## config.mk

```make
export PLATFORM = sky130hd
export DESIGN_NAME = brp_out
export DESIGN_NICKNAME = d
export VERILOG_FILES = /design/src/rtl/brp_pkg.sv /design/src/rtl/brp_out.sv
export SDC_FILE = /design/constraint.sdc
export NUM_CORES = 1
export LEC_CHECK = 0
export ABC_AREA = 1
export BUFFER_PORTS_ARGS = -buffer_cell sky130_fd_sc_hd__buf_2
export CAP_MARGIN = 20
export CORE_ASPECT_RATIO = 1.1
export CORE_MARGIN = 8
export CORE_UTILIZATION = 40
export DETAILED_ROUTE_END_ITERATION = 7
export PLACE_DENSITY = 0.67
export REMOVE_ABC_BUFFERS = 1
export SETUP_SLACK_MARGIN = 0.5
export SYNTH_ARGS = -nofsm -noshare
export SYNTH_HDL_FRONTEND = slang
export SYNTH_SLANG_ARGS = --single-unit
```

## constraint.sdc

```tcl
create_clock -name aclk -period 8.4 [get_ports aclk]
set_input_delay 2.52 -clock aclk [delete_from_list [all_inputs] [get_ports aclk]]
set_output_delay 2.52 -clock aclk [all_outputs]
set_load 0.005 [all_outputs]
```

## src/rtl/brp_pkg.sv

```systemverilog
`timescale 1ns / 1ps
// ----------------------------------------------------------------------------
// Byte ring buffer with peek: shared package
// Action and status codes, field widths and the result descriptor.
// ----------------------------------------------------------------------------
package brp_pkg;

    localparam int DEPTH_DEFAULT   = 4096;
    localparam int RING_SIZE_RESET = 4096;

    localparam int ACTION_W    = 3;
    localparam int BYTE_W      = 8;
    localparam int OFFSET_W    = 12;
    localparam int AMOUNT_W    = 13;
    localparam int MARK_W      = 32;
    localparam int STATUS_W    = 2;
    localparam int FILL_OUT_W  = 13;
    localparam int RING_SIZE_W = 13;

    localparam int S_TDATA_W = 72;
    localparam int S_TUSER_W = ACTION_W;
    localparam int M_TDATA_W = 56;
    localparam int M_TUSER_W = STATUS_W;

    localparam logic [ACTION_W-1:0] ACT_WRITE = 3'd0;
    localparam logic [ACTION_W-1:0] ACT_POP   = 3'd1;
    localparam logic [ACTION_W-1:0] ACT_PEEK  = 3'd2;
    localparam logic [ACTION_W-1:0] ACT_SKIP  = 3'd3;
    localparam logic [ACTION_W-1:0] ACT_MARK  = 3'd4;

    localparam logic [STATUS_W-1:0] ST_OK    = 2'd0;
    localparam logic [STATUS_W-1:0] ST_FULL  = 2'd1;
    localparam logic [STATUS_W-1:0] ST_EMPTY = 2'd2;

    typedef struct packed {
        logic [STATUS_W-1:0]   status;
        logic [MARK_W-1:0]     song_left;
        logic [FILL_OUT_W-1:0] fill_level;
        logic                  byte_valid;
    } res_info_t;

endpackage

```

## src/rtl/brp_out.sv

```systemverilog
`timescale 1ns / 1ps
// ----------------------------------------------------------------------------
// Result stage and output register
// Holds each result in a stage register during the storage read, then moves
// it into the output register, which is decoupled from the receiver.
// ----------------------------------------------------------------------------
module brp_out (
    input  logic                              aclk,
    input  logic                              aresetn,
    input  logic                              issue,
    input  brp_pkg::res_info_t                info,
    input  logic [brp_pkg::BYTE_W-1:0]        ram_rdata,
    output logic                              in_ready,
    output logic                              m_valid,
    input  logic                              m_ready,
    output logic [brp_pkg::STATUS_W-1:0]      m_status,
    output logic [brp_pkg::BYTE_W-1:0]        m_read_byte,
    output logic [brp_pkg::MARK_W-1:0]        m_song_left,
    output logic [brp_pkg::FILL_OUT_W-1:0]    m_fill_level
);

    logic                             p1_valid_reg, p1_valid_next;
    brp_pkg::res_info_t               p1_info_reg;
    logic                             out_valid_reg, out_valid_next;
    logic [brp_pkg::STATUS_W-1:0]     status_reg;
    logic [brp_pkg::BYTE_W-1:0]       byte_reg;
    logic [brp_pkg::MARK_W-1:0]       song_reg;
    logic [brp_pkg::FILL_OUT_W-1:0]   fill_reg;
    logic                             advance;

    assign advance  = p1_valid_reg && (!out_valid_reg || m_ready);
    assign in_ready = !p1_valid_reg || advance;

    always_comb begin
        p1_valid_next  = p1_valid_reg;
        out_valid_next = out_valid_reg;
        if (issue) begin
            p1_valid_next = 1'b1;
        end else if (advance) begin
            p1_valid_next = 1'b0;
        end
        if (advance) begin
            out_valid_next = 1'b1;
        end else if (m_ready) begin
            out_valid_next = 1'b0;
        end
    end

    always_ff @(posedge aclk) begin
        if (!aresetn) begin
            p1_valid_reg  <= 1'b0;
            out_valid_reg <= 1'b0;
        end else begin
            p1_valid_reg  <= p1_valid_next;
            out_valid_reg <= out_valid_next;
        end
    end

    always_ff @(posedge aclk) begin
        if (issue) begin
            p1_info_reg <= info;
        end
        if (advance) begin
            status_reg <= p1_info_reg.status;
            byte_reg   <= p1_info_reg.byte_valid ? ram_rdata : '0;
            song_reg   <= p1_info_reg.song_left;
            fill_reg   <= p1_info_reg.fill_level;
        end
    end

    assign m_valid      = out_valid_reg;
    assign m_status     = status_reg;
    assign m_read_byte  = byte_reg;
    assign m_song_left  = song_reg;
    assign m_fill_level = fill_reg;

endmodule
```

# After elaboration in Yosys (flattened, before gate mapping)
# Index checks and enable logic that the tools add are counted.
# totals
inputBits	60
word_cells	21
output_inout_bits	57
ff_bits	105
# op_classes
muxes	4
reduce_logical	7
# op_table
cell	count
1-bit 2-to-1 mux	4
2-bit nonzero test	2
1-bit zero test	2
1-bit logical OR	2
1-bit logical AND	1

# Logic depth before layout (Yosys ltp)
# Gate-level depths: netlist of the first run.
# logic_depth
ltp_word	5
ltp_mapped	3
mapped_depth_nobuf	3

# Least setup slack after synthesis of the first run
# OpenSTA, ideal clock, no wires.
# synth_timing
path_type	in2reg
from	in m_ready
to	reg fill_reg (netlist bit m_fill_level[0]), enable pin
required_ps	7914
n_path_buf	0
slack_ps	2671
setup_ps	486
stages	2
t_arrival_ps	5244
path_cell_list	inv_1 > a21oi_1
# synth_between
elab_chain_len	2
# synth_rtl
item	line_no	text
start: declaration	brp_out.sv:15	input logic m_ready,
1-bit logical OR	brp_out.sv:31	assign advance = p1_valid_reg && (!out_valid_reg || m_ready);
1-bit logical AND	brp_out.sv:31	
via advance	brp_out.sv:29	logic advance;
end signal: assignment	brp_out.sv:67	fill_reg <= p1_info_reg.fill_level;
end: declaration	brp_out.sv:28	logic [brp_pkg::FILL_OUT_W-1:0] fill_reg;
# The timed path passes the listed nets, and every way through them passes these cells.
# A chain may end at the register's enable or synchronous reset.

# Worst setup path in the final report of the first run
# layout_timing
from	in m_ready
to	out in_ready
# layout_between
elab_chain_len	3
# layout_rtl
item	line_no	text
1-bit logical OR	brp_out.sv:31	
1-bit logical AND	brp_out.sv:31	
1-bit logical OR	brp_out.sv:32	assign in_ready = !p1_valid_reg || advance;
end: declaration	brp_out.sv:13	output logic in_ready,
# Every way passes these cells.

==> qor.txt, run 1 <==
CLOCK TREE
-----------------------------------------------------------------------------------------------
Clock input transition at the sequential cells of the worst setup and hold paths        0.09 ns
Insertion delay of the later-clocked pin in the worst-skew pair                         0.35 ns
Cts bufs inserted                                                                             9
CTS tree                                                                                   done
Htree depth                                                                                   3
Setup Fix Bufs, Post-CTS                                                                      0
Clock buffer depth                                                                            2
Cts repair resizes                                                                            0
Count of hold-fix buffers inserted at cts                                                     0
Number of sinks on the clock net                                                            105
Clock root buffer                                                                  sky130_fd_sc_hd__clkbuf_8

CRITICAL PATH
-----------------------------------------------------------------------------------------------
Worst Path Arrival                                                                      2.98 ns
Delay-heaviest family, CP                                                          buffers and inverters
Highest-delay cell along the critical path                                         sky130_fd_sc_hd__buf_2
Slowest cell delay on critical path                                                     0.15 ns
CP Cell Sequence                                                                   buf_2 > inv_1 > nand3_1 > buf_2
Critical path endpoint category                                                      output pin
Total buffers and inverters traversed by the critical path                                    3
Worst Path Class, Setup                                                                  in2out
Worst setup SP type                                                                   input pin
Worst setup path startpoint                                                             m_ready
Max FO, Critical Path                                                                         3
CP dominant cell by count                                                          sky130_fd_sc_hd__buf_2
RR Startpoint                                                                      p1_valid_reg
Worst EP required                                                                       5.88 ns

FINISH
-----------------------------------------------------------------------------------------------
Area used by sequential logic in the layout                                           3130 um^2
Number of flip-flops under the largest register name                                         48
Ratio of cells with drive above 1 in the final layout                                     51.1%
Final layout net count                                                                      319
FILL cells                                                                                  634
Layout overhead on the synthesized area                                                   29.0%
Inserted Diodes                                                                               0
Area of the multi-input gates                                                         65.1 um^2

DIE
-----------------------------------------------------------------------------------------------
Die boundary height                                                                      110 um
Number of cell rows                                                                          34
Boundary pin count                                                                          117
Core area                                                                             7870 um^2
Die span in x                                                                            102 um
Die area                                                                             11200 um^2
Initial Util                                                                              41.1%

POWER
-----------------------------------------------------------------------------------------------
Leakage component of the power                                                       0.00168 uW
Power density normalized to cell area                                               229 nW/um^2
Total Power Consumption                                                                  954 uW
Maximum VDD drop                                                                      0.0827 mV

SYNTHESIS
-----------------------------------------------------------------------------------------------
Syn avg cell area                                                                     24.7 um^2
Number of distinct standard cells referenced by the synthesized netlist                       7
Synth Register Bits                                                                         105
Ranking of synthesized cells by area                                               sky130_fd_sc_hd__edfxtp_1 96%, sky130_fd_sc_hd__inv_1 1.4%, sky130_fd_sc_hd__dfxtp_1 1.2%
List of most frequent post-synthesis cells                                         103 x sky130_fd_sc_hd__edfxtp_1, 12 x sky130_fd_sc_hd__inv_1, 9 x sky130_fd_sc_hd__nand2_1
Area share of the largest cell type after synthesis                                       95.6%
Synthesized area                                                                      3240 um^2
Most used flip-flop cell after synthesis                                           sky130_fd_sc_hd__edfxtp_1
Count of mapped cells out of synthesis                                                      131
Synth Warn #                                                                                  0
Share of flip-flops with an asynchronous set or reset                                        0%
Cell type with the largest total area after synthesis                              sky130_fd_sc_hd__edfxtp_1
Number of enable-type register cells in the synthesized netlist                             103
Dominant cell by count in the synthesized netlist                                  sky130_fd_sc_hd__edfxtp_1
Sequential area share after synthesis                                                     96.8%

STA
-----------------------------------------------------------------------------------------------
RSZ-0062 raised after global routing                                                         no
Tightest Pin Transition                                                                0.683 ns
Final setup slack of the worst path                                                     2.90 ns
Endpoints failing hold                                                                        0
Tcrit/Tclk final                                                                          65.5%
Peak Freq                                                                               182 MHz
Final Setup Violations                                                                        0
Worst max-slew margin expressed relative to the limit                                     54.5%
Setup tns final                                                                            0 ns
Worst clock skew                                                                      0.0112 ns
Count of final max-slew check failures                                                        0
Final critical path time including I/O delays and setup                                 5.50 ns

GLOBAL ROUTING
-----------------------------------------------------------------------------------------------
Number of global-route vias before repair                                                  1623
Initial antenna violation count                                                               0
GRT Resource Usage Total                                                                  10.3%
Maximum number of pins on one net before global-route repair                                 56
Remaining global-route overflow                                                               0
Wire length of the first global-routing pass                                            8.36 mm

PLACEMENT
-----------------------------------------------------------------------------------------------
DP Wirelength                                                                           4.24 mm
PortBufs                                                                                    116
Worst setup timing slack at the placement stage                                         2.90 ns
Global placement routability congestion                                                   0.809

ROUTING
-----------------------------------------------------------------------------------------------
Number of iterations in the first detailed-routing pass                                       4
Routed WL                                                                               5.93 mm
Number of nets with antenna violations after routing                                          0
Via total after detailed routing                                                           1592
Vias per inst                                                                              4.28
Mean routed wirelength per cell                                                         15.9 um
Final routed DRC violation total                                                              0
First-iteration detailed-routing DRC count                                                   67

RUN STATUS
-----------------------------------------------------------------------------------------------
Result of the run                                                                     completed

WORST HOLD PATH
-----------------------------------------------------------------------------------------------
Startpoint of the lowest-slack hold path                                           p1_info_reg[23]
Min-Delay Path Class                                                                    reg2reg

FLOW RUN
-----------------------------------------------------------------------------------------------
# Max-Cap Violations                                                                          0

==> path summary, 6_finish.rpt <==
check / endpoint / slack, ns / cells after the start
worst max-delay path: in_ready / 2.90 / 4
worst min-delay path: m_song_left[9] / 0.43 / 0
worst max register to register: m_read_byte[3] / 6.92 / 3
worst min register to register: m_song_left[9] / 0.43 / 0
==> through the flow <==
step	utilization (%)	cells	area [um^2]	hold WS (ns)
detailed placement	50.4	355	3970	0.405
global placement	50.4	355	3970	0.401
finish	53.1	372	4180	0.425
floorplan	-	130	3230	0.400
CTS	52.8	371	4160	0.427
global route	53.1	372	4180	0.435
==> placed cells by master (no fill, tap or decap) <==
master	Yosys	routed
sky130_fd_sc_hd__nand3_1	1	1
sky130_fd_sc_hd__edfxtp_1	103	103
sky130_fd_sc_hd__a21oi_1	3	2
sky130_fd_sc_hd__clkbuf_8	0	9
sky130_fd_sc_hd__buf_12	0	1
sky130_fd_sc_hd__clkinv_4	0	2
sky130_fd_sc_hd__inv_6	0	3
sky130_fd_sc_hd__clkinv_2	0	1
sky130_fd_sc_hd__a21oi_4	0	1
sky130_fd_sc_hd__inv_1	12	12
sky130_fd_sc_hd__nand2_1	9	9
sky130_fd_sc_hd__buf_4	0	1
sky130_fd_sc_hd__clkinv_8	0	1
sky130_fd_sc_hd__buf_2	1	116
sky130_fd_sc_hd__dfxtp_1	2	2
==> worst reg2reg max path, delay by kind of cell (launching register included) <==
| kind | cells | cell delay [ns] |
|---|---|---|
| compound gates | 1 | 0.10 |
| buf+inv | 2 | 0.63 |
| flops | 1 | 0.35 |
==> cell families after synthesis <==
group,after synthesis,synth area share [%]
buf+inv,13,1.55
simple gates,10,1.20
flops,105,96.8
compound gates,3,0.464
==> power breakdown <==
part / switching [uW] / internal (uW) / total, uW / leakage (uW)
logic: 24.6 / 20.6 / 45.1 / 0.000578
clock network: 172 / 114 / 286 / 0.0000973
registers: 8.66 / 615 / 623 / 0.00100
==> layout make-up <==
type | count | share of cell area [%]
well taps | 108 | 3.24
clock inverters | 7 | 1.56
clock buffers | 9 | 2.97
flip-flops and latches | 105 | 75.0
repair buffers | 118 | 14.6
multi-input cells | 13 | 1.56
inverters | 12 | 1.08
==> layer usage <==
metal | up-vias | share of wire (%) | track usage (%)
met1 | 751 | 40 | 11.3
met4 | 0 | 2.0 | 6.18
li1 | 756 | - | -
met3 | 10 | 11 | 4.27
met5 | - | 0 | 0
met2 | 75 | 48 | 16.5
Power figures use the tool's default switching activity.
==> run 2, diff against run 1 <==
==> constraint.sdc (replaced) <==
create_clock -name aclk -period 5.8 [get_ports aclk]
set_input_delay 1.74 -clock aclk [delete_from_list [all_inputs] [get_ports aclk]]
set_output_delay 1.74 -clock aclk [all_outputs]
set_load 0.005 [all_outputs]
==> qor.txt, run 2 (synthesis results as in run 1) <==
RUN STATUS
-----------------------------------------------------------------------------------------------
Result of the run                                                                     completed

FINISH
-----------------------------------------------------------------------------------------------
FILL cells                                                                                  638   +0.63%
Ratio of cells with drive above 1 in the final layout                                     50.9%   -0.19 points
Final layout net count                                                                      320   +0.31%
Number of flip-flops under the largest register name                                         48   unchanged
Layout overhead on the synthesized area                                                   29.8%
Fin area                                                                              4200 um^2   +0.63%
Inserted Diodes                                                                               0   unchanged
Area of the multi-input gates                                                         65.1 um^2   unchanged
Most common library cell in the layout ignoring fill and taps                      sky130_fd_sc_hd__buf_2
Final Util                                                                                53.4%   +0.33 points
Highest-count cells in the layout ignoring fill and taps                           116 x sky130_fd_sc_hd__buf_2, 103 x sky130_fd_sc_hd__edfxtp_1, 12 x sky130_fd_sc_hd__inv_1
Area used by sequential logic in the layout                                           3130 um^2   unchanged

ROUTING
-----------------------------------------------------------------------------------------------
Final routed DRC violation total                                                              0   unchanged
Routed WL                                                                               6.25 mm   +5.4%
Number of nets with antenna violations after routing                                          0   unchanged
Number of iterations in the first detailed-routing pass                                       4   unchanged
First-iteration detailed-routing DRC count                                                   58   -13%
Via total after detailed routing                                                           1574   -1.1%
Vias per inst                                                                              4.22   -1.4%
Mean routed wirelength per cell                                                         16.8 um   +5.1%

STA
-----------------------------------------------------------------------------------------------
Final Setup Violations                                                                        0   unchanged
Worst max-slew margin expressed relative to the limit                                     64.7%   +10 points
Endpoints failing hold                                                                        0   unchanged
Final setup slack of the worst path                                                     1.85 ns   -1.04 ns
Tightest Pin Transition                                                                0.528 ns   -0.155 ns
Tcrit/Tclk final                                                                          68.0%
Worst clock skew                                                                     0.00823 ns   -0.00295 ns
Peak Freq                                                                               253 MHz
Setup tns final                                                                            0 ns   unchanged
Final critical path time including I/O delays and setup                                 3.95 ns
Count of final max-slew check failures                                                        0   unchanged
RSZ-0062 raised after global routing                                                         no

POWER
-----------------------------------------------------------------------------------------------
Internal power                                                                          1090 uW   +45%
Power density normalized to cell area                                               331 nW/um^2   +45%
Clock Power Share                                                                         30.1%   +0.2 points
Portion of total power attributed to combinational logic                                   4.9%   +0.2 points
P_sw                                                                                     302 uW   +47%
Register share of total power                                                             65.0%   -0.3 points
Sw Ratio                                                                                  21.7%   +0.21 points
Total Power Consumption                                                                 1390 uW   +46%
Leakage component of the power                                                       0.00169 uW   +0.58%
Maximum VDD drop                                                                       0.116 mV   +40%

CLOCK TREE
-----------------------------------------------------------------------------------------------
Htree depth                                                                                   3   unchanged
Setup Fix Bufs, Post-CTS                                                                      0   unchanged
Cts repair resizes                                                                            0   unchanged
Count of hold-fix buffers inserted at cts                                                     0   unchanged
Clock input transition at the sequential cells of the worst setup and hold paths        0.10 ns   about the same
CTS tree                                                                                   done
Insertion delay of the later-clocked pin in the worst-skew pair                         0.36 ns   about the same
Clock root buffer                                                                  sky130_fd_sc_hd__clkbuf_8
Cts bufs inserted                                                                             9   unchanged
Clock buffer depth                                                                            2   unchanged
Number of sinks on the clock net                                                            105   unchanged

GLOBAL ROUTING
-----------------------------------------------------------------------------------------------
Number of global-route vias before repair                                                  1628   +0.31%
GRT Resource Usage Total                                                                  11.2%   +0.87 points
Remaining global-route overflow                                                               0   unchanged
Maximum number of pins on one net before global-route repair                                 50   -11%
Initial antenna violation count                                                               1   +1
Wire length of the first global-routing pass                                            8.97 mm   +7.4%

DIE
-----------------------------------------------------------------------------------------------
Die area                                                                             11200 um^2   unchanged
Initial Util                                                                              41.1%   unchanged
Boundary pin count                                                                          117   unchanged
Core area                                                                             7870 um^2   unchanged
Number of cell rows                                                                          34   unchanged
Die span in x                                                                            102 um   unchanged
Die boundary height                                                                      110 um   unchanged

CRITICAL PATH
-----------------------------------------------------------------------------------------------
Worst EP required                                                                       4.06 ns   -1.82 ns
Critical path endpoint category                                                      output pin
Worst Path Class, Setup                                                                  in2out
Worst Path Arrival                                                                      2.21 ns   -0.77 ns
Max FO, Critical Path                                                                         3   unchanged
Worst setup SP type                                                                   input pin

PLACEMENT
-----------------------------------------------------------------------------------------------
Global placement routability congestion                                                   0.765   -5.4%
Worst setup timing slack at the placement stage                                         1.86 ns   -1.04 ns
Instance area after placement                                                         3970 um^2   unchanged
DP Wirelength                                                                           4.49 mm   +5.9%
PortBufs                                                                                    116   unchanged

WORST HOLD PATH
-----------------------------------------------------------------------------------------------
Min-Delay Path Class                                                                    reg2reg

FLOW RUN
-----------------------------------------------------------------------------------------------
# Max-Cap Violations                                                                          0   unchanged

-- run 2: layout make-up --
| type | count | share of cell area, % |
|---|---|---|
| timing repair buffer | 119 | 15.1 |
| sequential | 105 | 74.6 |
| clock inverter | 6 | 1.43 |
| inverter | 12 | 1.07 |
| tap | 108 | 3.22 |
| multi-input combinational | 13 | 1.55 |
| clock buffer | 10 | 3.04 |
-- run 2: power groups by stage --
| stage | Sequential (uW) | Clock, uW | Combinational, uW |
|---|---|---|---|
| after floorplan | 922 | 0 | 9.84 |
| after global placement | 919 | 0 | 64.1 |
| after detailed placement | 923 | 0 | 65.8 |
| after CTS | 906 | 436 | 65.9 |
| after global routing | 909 | 463 | 75.5 |
| final | 904 | 419 | 68.3 |
-- run 2: worst max-delay path, stage by stage --
cell	delay (ns)
sky130_fd_sc_hd__buf_2	0.10
sky130_fd_sc_hd__inv_1	0.11
sky130_fd_sc_hd__nand3_1	0.11
sky130_fd_sc_hd__buf_2	0.15
-- run 2: stage by stage --
step | cells | hold WS [ns]
floorplan | 130 | 0.400
global placement | 355 | 0.400
detailed placement | 355 | 0.405
CTS | 371 | 0.420
global route | 373 | 0.428
finish | 373 | 0.418
-- run 2: final timing paths --
path / endpoint / start / cells after the start / slack (ns)
worst max-delay path: in_ready / m_ready / 4 / 1.85
worst min-delay path: m_fill_level[9] / p1_info_reg[10] / 0 / 0.42
worst max register to register: m_read_byte[4] / m_valid / 3 / 4.11
worst min register to register: m_fill_level[9] / p1_info_reg[10] / 0 / 0.42
-- run 2: metal layers --
layer	vias to the layer above	part of all wire, %	global-route usage, %
li1	750	-	-
met1	733	36	11.4
met2	76	50	18.9
met3	13	13	4.96
met4	2	2.0	6.07
met5	-	0.16	0
