`src/rtl/brp_pkg.sv`:
```
`timescale 1ns / 1ps
// ----------------------------------------------------------------------------
// Byte ring buffer with peek: shared package
// Action and status codes, field widths and the result descriptor.
// ----------------------------------------------------------------------------
package brp_pkg;

    localparam int DEPTH_DEFAULT   = 4096;
    localparam int RING_SIZE_RESET = 4096;

    localparam int ACTION_W    = 3;
    localparam int BYTE_W      = 8;
    localparam int OFFSET_W    = 12;
    localparam int AMOUNT_W    = 13;
    localparam int MARK_W      = 32;
    localparam int STATUS_W    = 2;
    localparam int FILL_OUT_W  = 13;
    localparam int RING_SIZE_W = 13;

    localparam int S_TDATA_W = 72;
    localparam int S_TUSER_W = ACTION_W;
    localparam int M_TDATA_W = 56;
    localparam int M_TUSER_W = STATUS_W;

    localparam logic [ACTION_W-1:0] ACT_WRITE = 3'd0;
    localparam logic [ACTION_W-1:0] ACT_POP   = 3'd1;
    localparam logic [ACTION_W-1:0] ACT_PEEK  = 3'd2;
    localparam logic [ACTION_W-1:0] ACT_SKIP  = 3'd3;
    localparam logic [ACTION_W-1:0] ACT_MARK  = 3'd4;

    localparam logic [STATUS_W-1:0] ST_OK    = 2'd0;
    localparam logic [STATUS_W-1:0] ST_FULL  = 2'd1;
    localparam logic [STATUS_W-1:0] ST_EMPTY = 2'd2;

    typedef struct packed {
        logic [STATUS_W-1:0]   status;
        logic [MARK_W-1:0]     song_left;
        logic [FILL_OUT_W-1:0] fill_level;
        logic                  byte_valid;
    } res_info_t;

endpackage

```
`src/rtl/brp_ctrl.sv`:
```
`timescale 1ns / 1ps
// ----------------------------------------------------------------------------
// Ring buffer control
// Holds read index, fill count, countdown and effective size; decodes each
// action into at most one storage access and a result descriptor.
// ----------------------------------------------------------------------------
module brp_ctrl #(
    parameter int DEPTH = brp_pkg::DEPTH_DEFAULT
) (
    input  logic                                aclk,
    input  logic                                aresetn,
    input  logic                                issue,
    input  logic [brp_pkg::ACTION_W-1:0]        action,
    input  logic [brp_pkg::BYTE_W-1:0]          data_byte,
    input  logic [brp_pkg::OFFSET_W-1:0]        offset,
    input  logic [brp_pkg::AMOUNT_W-1:0]        amount,
    input  logic [brp_pkg::MARK_W-1:0]          song_mark,
    input  logic                                cfg_we,
    input  logic [brp_pkg::RING_SIZE_W-1:0]     cfg_data,
    output logic                                ram_we,
    output logic [$clog2(DEPTH)-1:0]            ram_waddr,
    output logic [brp_pkg::BYTE_W-1:0]          ram_wdata,
    output logic                                ram_re,
    output logic [$clog2(DEPTH)-1:0]            ram_raddr,
    output brp_pkg::res_info_t                  info
);

    localparam int AW = $clog2(DEPTH);
    localparam int FW = $clog2(DEPTH + 1);
    localparam int MW = (FW > brp_pkg::AMOUNT_W) ? FW : brp_pkg::AMOUNT_W;
    localparam int CW = MW + 1;
    localparam int SIZE_RST = (brp_pkg::RING_SIZE_RESET > DEPTH) ? DEPTH
                                                                 : brp_pkg::RING_SIZE_RESET;
    localparam logic [CW-1:0] DEPTH_C = CW'(DEPTH);

    logic [AW-1:0]                rd_idx_reg, rd_idx_next;
    logic [FW-1:0]                fill_reg, fill_next;
    logic [brp_pkg::MARK_W-1:0]   song_reg, song_next;
    logic [FW-1:0]                size_reg, size_next;

    logic [CW-1:0] fill_c, size_c, idx_c, len_c, sum_c, wrap_c, ring_c;

    always_comb begin
        fill_c = CW'(fill_reg);
        size_c = CW'(size_reg);
        idx_c  = CW'(rd_idx_reg);
        ring_c = CW'(cfg_data);

        case (action)
            brp_pkg::ACT_WRITE: len_c = fill_c;
            brp_pkg::ACT_POP:   len_c = CW'(1);
            brp_pkg::ACT_PEEK:  len_c = CW'(offset);
            brp_pkg::ACT_SKIP:  len_c = CW'(amount);
            default:            len_c = '0;
        endcase
        sum_c  = idx_c + len_c;
        wrap_c = (sum_c >= size_c) ? (sum_c - size_c) : sum_c;

        rd_idx_next = rd_idx_reg;
        fill_next   = fill_reg;
        song_next   = song_reg;
        size_next   = size_reg;

        ram_we    = 1'b0;
        ram_waddr = AW'(wrap_c);
        ram_wdata = data_byte;
        ram_re    = 1'b0;
        ram_raddr = (action == brp_pkg::ACT_POP) ? rd_idx_reg : AW'(wrap_c);

        info.status     = brp_pkg::ST_OK;
        info.song_left  = '0;
        info.byte_valid = 1'b0;

        if (issue) begin
            case (action)
                brp_pkg::ACT_WRITE: begin
                    if (fill_c >= size_c) begin
                        info.status = brp_pkg::ST_FULL;
                    end else begin
                        ram_we    = 1'b1;
                        fill_next = fill_reg + FW'(1);
                    end
                end
                brp_pkg::ACT_POP: begin
                    if (fill_reg == '0) begin
                        info.status = brp_pkg::ST_EMPTY;
                    end else begin
                        ram_re          = 1'b1;
                        info.byte_valid = 1'b1;
                        info.song_left  = song_reg;
                        rd_idx_next     = AW'(wrap_c);
                        fill_next       = fill_reg - FW'(1);
                        if (song_reg != '0) begin
                            song_next = song_reg - 32'd1;
                        end
                    end
                end
                brp_pkg::ACT_PEEK: begin
                    if ((CW'(amount) > fill_c) || (CW'(offset) >= fill_c)) begin
                        info.status = brp_pkg::ST_EMPTY;
                    end else begin
                        ram_re          = 1'b1;
                        info.byte_valid = 1'b1;
                    end
                end
                brp_pkg::ACT_SKIP: begin
                    if (CW'(amount) > fill_c) begin
                        info.status = brp_pkg::ST_EMPTY;
                    end else begin
                        rd_idx_next = AW'(wrap_c);
                        fill_next   = FW'(fill_c - CW'(amount));
                    end
                end
                brp_pkg::ACT_MARK: begin
                    song_next = song_mark;
                end
                default: begin
                end
            endcase
        end

        info.fill_level = brp_pkg::FILL_OUT_W'(CW'(fill_next));

        if (cfg_we) begin
            rd_idx_next = '0;
            fill_next   = '0;
            song_next   = '0;
            if (ring_c == '0) begin
                size_next = FW'(1);
            end else if (ring_c > DEPTH_C) begin
                size_next = FW'(DEPTH_C);
            end else begin
                size_next = FW'(ring_c);
            end
        end
    end

    always_ff @(posedge aclk) begin
        if (!aresetn) begin
            rd_idx_reg <= '0;
            fill_reg   <= '0;
            song_reg   <= '0;
            size_reg   <= FW'(SIZE_RST);
        end else begin
            rd_idx_reg <= rd_idx_next;
            fill_reg   <= fill_next;
            song_reg   <= song_next;
            size_reg   <= size_next;
        end
    end

endmodule

```
`config.mk`:
```
export PLATFORM = sky130hd
export DESIGN_NAME = brp_ctrl
export DESIGN_NICKNAME = d
export VERILOG_FILES = /design/src/rtl/brp_pkg.sv /design/src/rtl/brp_ctrl.sv
export SDC_FILE = /design/constraint.sdc
export NUM_CORES = 1
export LEC_CHECK = 0
export ABC_AREA = 1
export BUFFER_PORTS_ARGS = -buffer_cell sky130_fd_sc_hd__buf_2
export CAP_MARGIN = 15
export CORE_ASPECT_RATIO = 1.1
export CORE_MARGIN = 3
export CORE_UTILIZATION = 45
export CTS_BUF_LIST = sky130_fd_sc_hd__clkbuf_16
export DETAILED_ROUTE_END_ITERATION = 10
export PLACE_DENSITY_LB_ADDON = 0.05
export SYNTH_ARGS = -nofsm -noshare
export SYNTH_HDL_FRONTEND = slang
export SYNTH_SLANG_ARGS = --single-unit
```
`constraint.sdc`:
```
create_clock -name aclk -period 26.9 [get_ports aclk]
set_input_delay 8.07 -clock aclk [delete_from_list [all_inputs] [get_ports aclk]]
set_output_delay 8.07 -clock aclk [all_outputs]
set_load 0.005 [all_outputs]
```
* Word level (Yosys, flattened, before mapping)
Cells that the tools add are included.
Widths: inputs -> output; s select.
** Cells by class
- Reduce and logical (&&, ||, !) cells :: 10
- Add/sub/neg operators :: 6
- Eq/ne operators :: 7
- Bitwise gates (word level) :: 1
- Magnitude comparators :: 5
- Muxes and demuxes :: 31
** Operators by type and width (number)
- $mux 32 :: 4
- $mux 13 :: 6
- $pmux 32 s2 :: 1
- $pmux 13 s4 :: 1
- $mux 12 :: 4
- $pmux 13 s3 :: 1
- $mux 34 :: 1
- $reduce_bool 32->1 :: 1
- $sub 32x1->32 const B :: 1
- $logic_not 13->1 :: 2
- $pmux 12 s2 :: 1
- $add 12x13->14 :: 1
- $ge 14x13->1 :: 1
- $add 13x1->13 const B :: 1
- $ge 12x13->1 :: 1
- $ge 13x13->1 :: 1
- $gt 13x13->1 :: 1
- $gt 13x13->1 const B :: 1
- $sub 13x1->13 const B :: 1
- $sub 13x13->13 :: 1
- $sub 12x12->12 :: 1
- $pmux 2 s4 :: 1
- $reduce_and 4->1 :: 2
- $mux 1 :: 7
- 12 further kinds :: 17
** Storage, ports and cells
- Bits in registers :: 70
- Output and inout port bits :: 82
- Word-level logic and storage cells :: 64

* Longest topological paths before layout
Gate-level depths: netlist (run 1).
- Word-level depth :: 7
- Mapped depth :: 30
- Depth with buffers taken out :: 28

* Worst setup path before layout (run 1)
OpenSTA, ideal clock, no wires.
- Kind :: in2out
- From :: in action[0] (netlist bit)
- To :: out ram_raddr[10]
- Slack :: 7.159 ns
- Stages :: 23
- Arrival time :: 11.671 ns
- Path through :: inv_1 > nor2_2 > nand2_2 > clkinv_1 > clkbuf_1 > a221o_1 > ha_1 > a21oi_1 > inv_1 > a211oi_1 > xnor2_1 > ha_1 > a21oi_1 > nand2_1 > nand2_1 > nand4_1 > nand2_1 > nand3_1 > nand2_1 > clkbuf_1 > nand4_1 > nand3_1 > o21ai_0
** On the way
- Cells in the longest elaborated chain, start to end :: 6
- Elaborated cells between the ends (all ways) :: 10
- Those cells by class :: add/sub: 2; order compare: 1; eq/ne: 3; mux: 3; reduce/logical: 1
** Ends and longest elaborated chain
- start, declared :: RTL line brp_ctrl.sv:13 : input logic [brp_pkg::ACTION_W-1:0] action,
- $eq 3x2->1 (tied with other cells) :: RTL line brp_ctrl.sv:49 : case (action)
- $pmux 13 s4 :: RTL line brp_ctrl.sv:49
- $add 12x13->14 :: RTL line brp_ctrl.sv:56 : sum_c = idx_c + len_c;
- $sub 12x12->12 / $ge 14x13->1 (equally long branches) :: RTL line brp_ctrl.sv:57 : wrap_c = (sum_c >= size_c) ? (sum_c - size_c) : sum_c;
- $mux 12 :: RTL line brp_ctrl.sv:57
- $mux 12 (*) :: RTL line brp_ctrl.sv:68 : ram_raddr = (action == brp_pkg::ACT_POP) ? rd_idx_reg : AW'(wrap_c);
- end, declared :: RTL line brp_ctrl.sv:24 : output logic [$clog2(DEPTH)-1:0] ram_raddr,
Mark *: on every way between the ends. The rest lies on a longest branch, timed or not.

* Final worst setup path (run 1)
- From :: in action[2] (netlist bit)
- To :: out ram_raddr[11]
Same word-level chain as after synthesis.

==> results of run 1 <==
routing by layer:
metal | wire length, um | share of wire [%] | GRT usage [%]
met5 | 0 | 0 | 0
met4 | 653 | 2.1 | 8.52
met3 | 2310 | 7.5 | 4.30
met2 | 14300 | 47 | 49.9
met1 | 13500 | 44 | 40.1
worst paths after layout:
kind / startpoint / end / cells after the start
worst max-delay path: action[2] / ram_raddr[11] / 27
worst min-delay path: song_reg[29]$_SDFFE_PP0P_ / song_reg[29]$_SDFFE_PP0P_ / 2
worst max register to register: fill_reg[4]$_SDFF_PP0_ / rd_idx_reg[9]$_SDFFE_PP0P_ / 21
worst min register to register: song_reg[29]$_SDFFE_PP0P_ / song_reg[29]$_SDFFE_PP0P_ / 2
worst max-delay path: stages:
cell and delay [ps]:
buf_2 140, inv_2 50, nand2_2 350, clkinv_1 430, a21oi_1 250, o211ai_1 160, ha_1 280, fa_1 430
nand3_1 90, nand3_1 120, nand2_1 100, nand3_1 110, xor2_1 320, ha_1 340, nand2_1 100, inv_1 50
a21oi_1 180, nand4_1 110, nand2_1 70, nand3_1 70, nand2_1 520, nand3_2 560, nand2_1 220, nand2_1 80
nand2_1 60, nand2_1 80, buf_2 140
cells in the final DEF, fill, tap and decap left out, types with 8 or more instances in the layout:
cell       synthesis  final
nor3_1            44     44
o21ai_0           91     91
nor2_1           130    130
nand4_1           68     68
inv_2             14     14
a21oi_1           88     88
nand2_1          365    365
ha_1              66     66
xor2_1            32     32
nand3b_1           8      8
buf_2             15    150
nand3_1          110    110
dfxtp_1           70     70
inv_1            193    193
clkbuf_16          0      9
layout make-up:
type	count	area share, %
Multi-Input combinational cell	1099	62.3
Sequential cell	70	14.7
Inverter	212	8.36
Timing Repair Buffer	156	8.33
Tap cell	238	3.12
Clock buffer	9	2.36
Clock inverter	7	0.838
power groups by stage:
stage | logic [W] | clock network [W] | registers (W)
2_1_floorplan | 0.000109 | 0 | 0.000111
3_3_place_gp | 0.000152 | 0 | 0.000112
3_5_place_dp | 0.000151 | 0 | 0.000112
4_1_cts | 0.000152 | 0.000133 | 0.000110
5_1_grt | 0.000172 | 0.000137 | 0.000110
6_report | 0.000154 | 0.000130 | 0.000110
synth_stat cells (all sizes together), types with 3 or more instances:
library cell and instances:
nand3b 9, inv 208, a31oi 3, ha 66, nand4 68, o221ai 4, nand3 113, fa 3
xor2 32, nor4 5, clkinv 4, nor2 139, o211ai 7, clkbuf 27, nand2 373, o21ai 97
xnor2 6, o22ai 6, buf 31, nor3 49, dfxtp 70, a221o 7, a21o 6, a21oi 91
mux2i 3
cells by family after synthesis:
family	after synthesis	share of synthesized area [%]
flops	70	16.6
xor+xnor	38	3.94
buf+inv	270	13.0
compound gates	230	15.3
mux	3	0.355
simple gates	759	40.3
fa+ha+maj	69	10.5
stage by stage:
step / utilization, % / std cells
finish: 52.9 / 1791
CTS: 52.9 / 1791
floorplan: - / 1439
global route: 52.9 / 1791
detailed placement: 51.2 / 1775
global placement: 51.2 / 1775
==> summary.md, run 1 <==
| Metric | Value |
|---|---|
| Status | `completed` |
| Part of the power in combinational logic | `between 30% and 40%` |
| Max Buffers Root-to-Sink | `2` |
| Multi-input logic area | `0.00595 mm2` |
| Fin Setup TNS | `0 ps` |
| # IOs | `167` |
| Max-slew violations | `0` |
| Top_reg_cell synth | `dfxtp_1` |
| First DRT Iteration DRCs | `756` |
| Ys Warns | `0` |
| Crit Path Max Fanout | `23` |
| DRT antenna net count | `0` |
| Gates resized, CTS repair | `0` |
| CP Data Arrival Time | `between 10000 and 15000 ps` |
| Clk sinks | `70` |
| Largest net degree at the start of global routing | `42` |
| Vias per cell | `about 5.5` |
| Fmax | `around 0.046 GHz` |
| TritonRoute pass-1 iters | `7` |
| Yosys cell types | `50` |
| Postcts setup bufs | `0` |
| R2r setup slk | `21580 ps` |
| TritonCTS clock tree | `done` |
| Row Count | `51` |
| Leak Pwr | `roughly 5 nW` |
| DRC | `0` |
| Max rail drop VDD | `just over 0.00003 V` |
| Register area share after synthesis | `roughly 17%` |
| Area post-placement | `a little over 0.009 mm2` |
| Die X | `137 um` |
| Slew headroom | `about a quarter` |
| CORE AREA | `between 0.015 and 0.02 mm2` |
| Worst-Skew Late Latency | `360 ps` |
| Post-synth EDFFs | `0` |
| Ratio of cells with drive above 1 in the final layout | `between 10 and 15%` |
| Crit Path Category | `primary input to output pin` |
| Power Density | `around 41 mW/mm2` |
| FILL cells | `approximately 2000` |
| H-Tree Depth | `3` |
| Ranking of synthesized cells by area | `dfxtp_1, nand2_1, ha_1, inv_1, nand3_1` |
| Worst setup EP type | `output pin` |
| Hold Slack | `between 400 and 500 ps` |
| Cells after Synth | `1439` |
| Antenna diodes | `0` |
| Global placement routability congestion | `0.978` |
| Port Buffers | `150` |
| CTS root buffer | `clkbuf_16` |
| Final wirelength | `a little over 30000 um` |
| Die span in y | `between 100 and 150 um` |
| Drt wl/cell | `17.2 um` |
| Overall power | `about 0.00039 W` |
| Area growth syn-to-layout | `12.9%` |
| Slack of the critical path | `5300 ps` |
| Post-Place Worst Slack | `between 5000 and 6000 ps` |
| Final hold violation count | `0` |
| Initial antenna violation count | `0` |
| RSZ-0062 raised after global routing | `no` |
| Flops & latches, synth | `70` |
| Total Routing Usage GR | `between 20 and 30%` |
| Mapped Area | `between 0.008 and 0.009 mm2` |
| Cell taking the most area after synthesis | `dfxtp_1` |
| Syn nets | `1593` |
| Switching portion of total power | `between 40% and 50%` |
| Worst-path clk slew | `70 ps` |
| Finished layout cell area | `approximately 0.0096 mm2` |
| Hold Buf Count CTS | `0` |
| Number of global-route vias before repair | `9165` |
| Routed via count | `slightly below 10000` |
| Critical Path RT | `18830 ps` |
| Die footprint | `~0.02 mm2` |
| Final HPWL DP | `~24000 um` |
| Avg Inst Size Synth | `approximately 5.9 um2` |
| First-pass GRT wire length | `approximately 48000 um` |
| Slew @ Worst Pin | `1110 ps` |
| Clk_skew | `approximately 17 ps` |
| Initial Util | `a little under half` |
| Nets | `about 1700` |
| Gr ovfl total | `0` |
| Final setup violation count | `0` |
| Switching pwr | `around 0.00016 W` |
| Max_cap viols | `0` |
| Internal power | `between 0.0002 and 0.00025 W` |
| Register area | `between 0.001 and 0.0015 mm2` |
| Min-delay worst type | `flop to flop` |
| Startpoint Class | `primary input` |
| Async set-reset flop share out of synthesis | `0%` |
| Tmin final | `21600 ps` |
| Synth top area share | `16.6%` |
| Number of flip-flops in the largest register | `32` |
| Period utilisation layout | `80.3%` |
| Clk pwr share | `33.0%` |
| Num CTS Buffers | `9` |
| Sequential share of power | `between 20% and 30%` |
No activity file was read; power rests on OpenSTA's default activity.
==> inputs of run 2 (changes only) <==
Clock period 26.9 ns to 19.51 ns, I/O delays scaled along.
==> run 2 against run 1 <==
Sequential share of layout area about the same. Non-clock buffer count is 1 higher. Combinational power rose by 38%. Utilization rose by 0.18 points. Via count increased by 1.2%. Die area did not move. First-iteration DRC count rose by 21%. Worst hold slack improved by 14 ps. Total power up 41%. Worst setup slack got worse by 3000 ps. Clock power up 47%.
==> summary.md, run 2 (synthesis gave the netlist of run 1 again) <==
| Metric | Value |
|---|---|
| Fmax | `0.0582 GHz` |
| Antenna diodes | `0` |
| FILL cells | `around 2000` |
| First-pass GRT wire length | `roughly 47000 um` |
| Total Routing Usage GR | `around 29%` |
| Number of flip-flops in the largest register | `32` |
| Worst-Skew Late Latency | `about 350 ps` |
| Vias per cell | `around 5.6` |
| Most used cell, CP | `nand2_1` |
| Finished layout cell area | `0.00958 mm2` |
| Largest net degree at the start of global routing | `48` |
| Min-delay worst type | `flop to flop` |
| Tmin final | `17180 ps` |
| Drt wl/cell | `between 15 and 20 um` |
| DRT antenna net count | `0` |
| DRC | `0` |
| Crit Path Category | `primary input to output pin` |
| R2r setup slk | `about 14000 ps` |
| Port Buffers | `150` |
| Ratio of cells with drive above 1 in the final layout | `14.3%` |
| Area post-placement | `0.00925 mm2` |
| Area growth syn-to-layout | `13.3%` |
| CORE AREA | `between 0.015 and 0.02 mm2` |
| Commonest cells after routing, fill and taps aside | `nand2_1, inv_1, buf_2, nor2_1, nand3_1` |
| Clk_skew | `between 10 and 15 ps` |
| Final hold violation count | `0` |
| Power Density | `slightly below 60 mW/mm2` |
| Slew headroom | `45.5%` |
| Gr ovfl total | `0` |
| Final wirelength | `roughly 31000 um` |
| Worst Hold Depth | `2` |
| Reg2Reg Depth | `21` |
| Routed via count | `roughly 10000` |
| GR Layer Usage met2 | `48.0%` |
| Hold Slack | `510 ps` |
| FF-to-FF End | `rd_idx_reg[4]$_SDFFE_PP0P_` |
| Startpoint Class | `primary input` |
| Nets | `approximately 1700` |
| Crit path max-delay cell type | `nand3_2` |
| Critical Path RT | `around 14000 ps` |
| GR Util met3 | `between 4 and 5%` |
| Status | `completed` |
| RSZ-0062 raised after global routing | `no` |
| Commonest non-fill, non-tap cell in the layout | `nand2_1` |
| Max_cap viols | `0` |
| Fin Setup TNS | `0 ps` |
| TritonCTS clock tree | `done` |
| Crit Path Max Fanout | `23` |
| Number of global-route vias before repair | `between 9000 and 10000` |
| M1 GR Usage | `about two fifths` |
| Clk sinks | `70` |
| Period utilisation layout | `between 80% and 90%` |
| Final setup violation count | `0` |
| Num CTS Buffers | `9` |
| Hold-critical path endpoint | `song_reg[29]$_SDFFE_PP0P_` |
| Gates resized, CTS repair | `0` |
| Worst setup EP type | `output pin` |
| RR Startpoint | `fill_reg[4]$_SDFF_PP0_` |
| # IOs | `around 170` |
| Final HPWL DP | `23800 um` |
| Postcts setup bufs | `0` |
| CP Data Arrival Time | `11330 ps` |
| CP max stage delay | `~580 ps` |
| Max-slew violations | `0` |
| TritonRoute pass-1 iters | `6` |
| Placed cell count | `between 1500 and 2000` |
| Hold Buf Count CTS | `0` |
| Die footprint | `0.0205 mm2` |
| Hold Startpoint | `song_reg[29]$_SDFFE_PP0P_` |
| Die X | `roughly 140 um` |
| Slew @ Worst Pin | `slightly above 800 ps` |
| Overall power | `0.000556 W` |
| Leak Pwr | `slightly above 5 nW` |
| Global placement routability congestion | `1.02` |
| Initial antenna violation count | `0` |
| Max Buffers Root-to-Sink | `2` |
| CTS root buffer | `clkbuf_16` |
| Most Used Layer, Global Route | `met2` |
| Row Count | `51` |
| First DRT Iteration DRCs | `between 900 and 1000` |
| Final std cells w/o fill | `1792` |
| Initial Util | `a little under half` |
| Die span in y | `approximately 150 um` |
| Max rail drop VDD | `around 0.000043 V` |
| H-Tree Depth | `3` |
| Worst-path clk slew | `60 ps` |
run 2: cell types whose count changed in the layout (fill, tap and decap cells not counted):
cell,previous run,this run
clkinvlp_4,2,1
inv_6,3,2
bufinv_16,1,2
buf_4,6,7
inv_8,0,1
run 2: per-layer routing:
metal / wire (um) / vias to the layer above
li1: - / 4983
met1: 13200 / 4473
met2: 13700 / 475
met3: 2720 / 72
met4: 978 / 0
met5: 0 / -
run 2: final cells by class:
| cell class | instances | area (um2) | area share (%) |
|---|---|---|---|
| Clock buffer | 9 | 225 | 2.35 |
| Clock inverter | 7 | 105 | 1.10 |
| Inverter | 212 | 798 | 8.33 |
| Multi-Input combinational cell | 1099 | 5950 | 62.1 |
| Sequential cell | 70 | 1400 | 14.6 |
| Tap cell | 238 | 298 | 3.11 |
| Timing Repair Buffer | 157 | 803 | 8.38 |
run 2: worst max-delay path, delay by kind of cell:
| kind | cells | cell delay (ps) |
|---|---|---|
| xor gates and xnor gates | 1 | 290 |
| and+or+nand+nor | 17 | 2840 |
| AOI/OAI and AO/OA | 2 | 350 |
| adders and majority gates | 3 | 1050 |
| buffers and inverters | 5 | 930 |
run 2: worst max path at each step:
| stage | cells past startpoint | from | to | slack [ps] |
|---|---|---|---|---|
| 3_5_place_dp | 28 | action[0] | ram_raddr[11] | 2470 |
| 2_1_floorplan | 23 | action[0] | ram_raddr[10] | 4200 |
| 3_3_place_gp | 24 | action[2] | ram_raddr[11] | 2500 |
| 6_report | 28 | action[0] | ram_raddr[11] | 2330 |
| 4_1_cts | 28 | action[0] | ram_raddr[11] | 2460 |
| 5_1_grt | 27 | action[0] | ram_raddr[8] | 1780 |
run 2: through the flow:
stage                     utilization (%)  setup WS [ps]
final                                53.1           2330
after global routing                 53.1           1780
after CTS                            53.1           2460
after detailed placement             51.2           2470
after global placement               51.2           2500
after floorplan                         -           4200
run 2: report_power, final:
group	switching (W)	leakage (nW)	total [W]	internal [W]
clock network	0.0000766	0.159	0.000191	0.000114
registers	0.00000516	0.567	0.000152	0.000147
logic	0.000138	4.35	0.000213	0.0000747
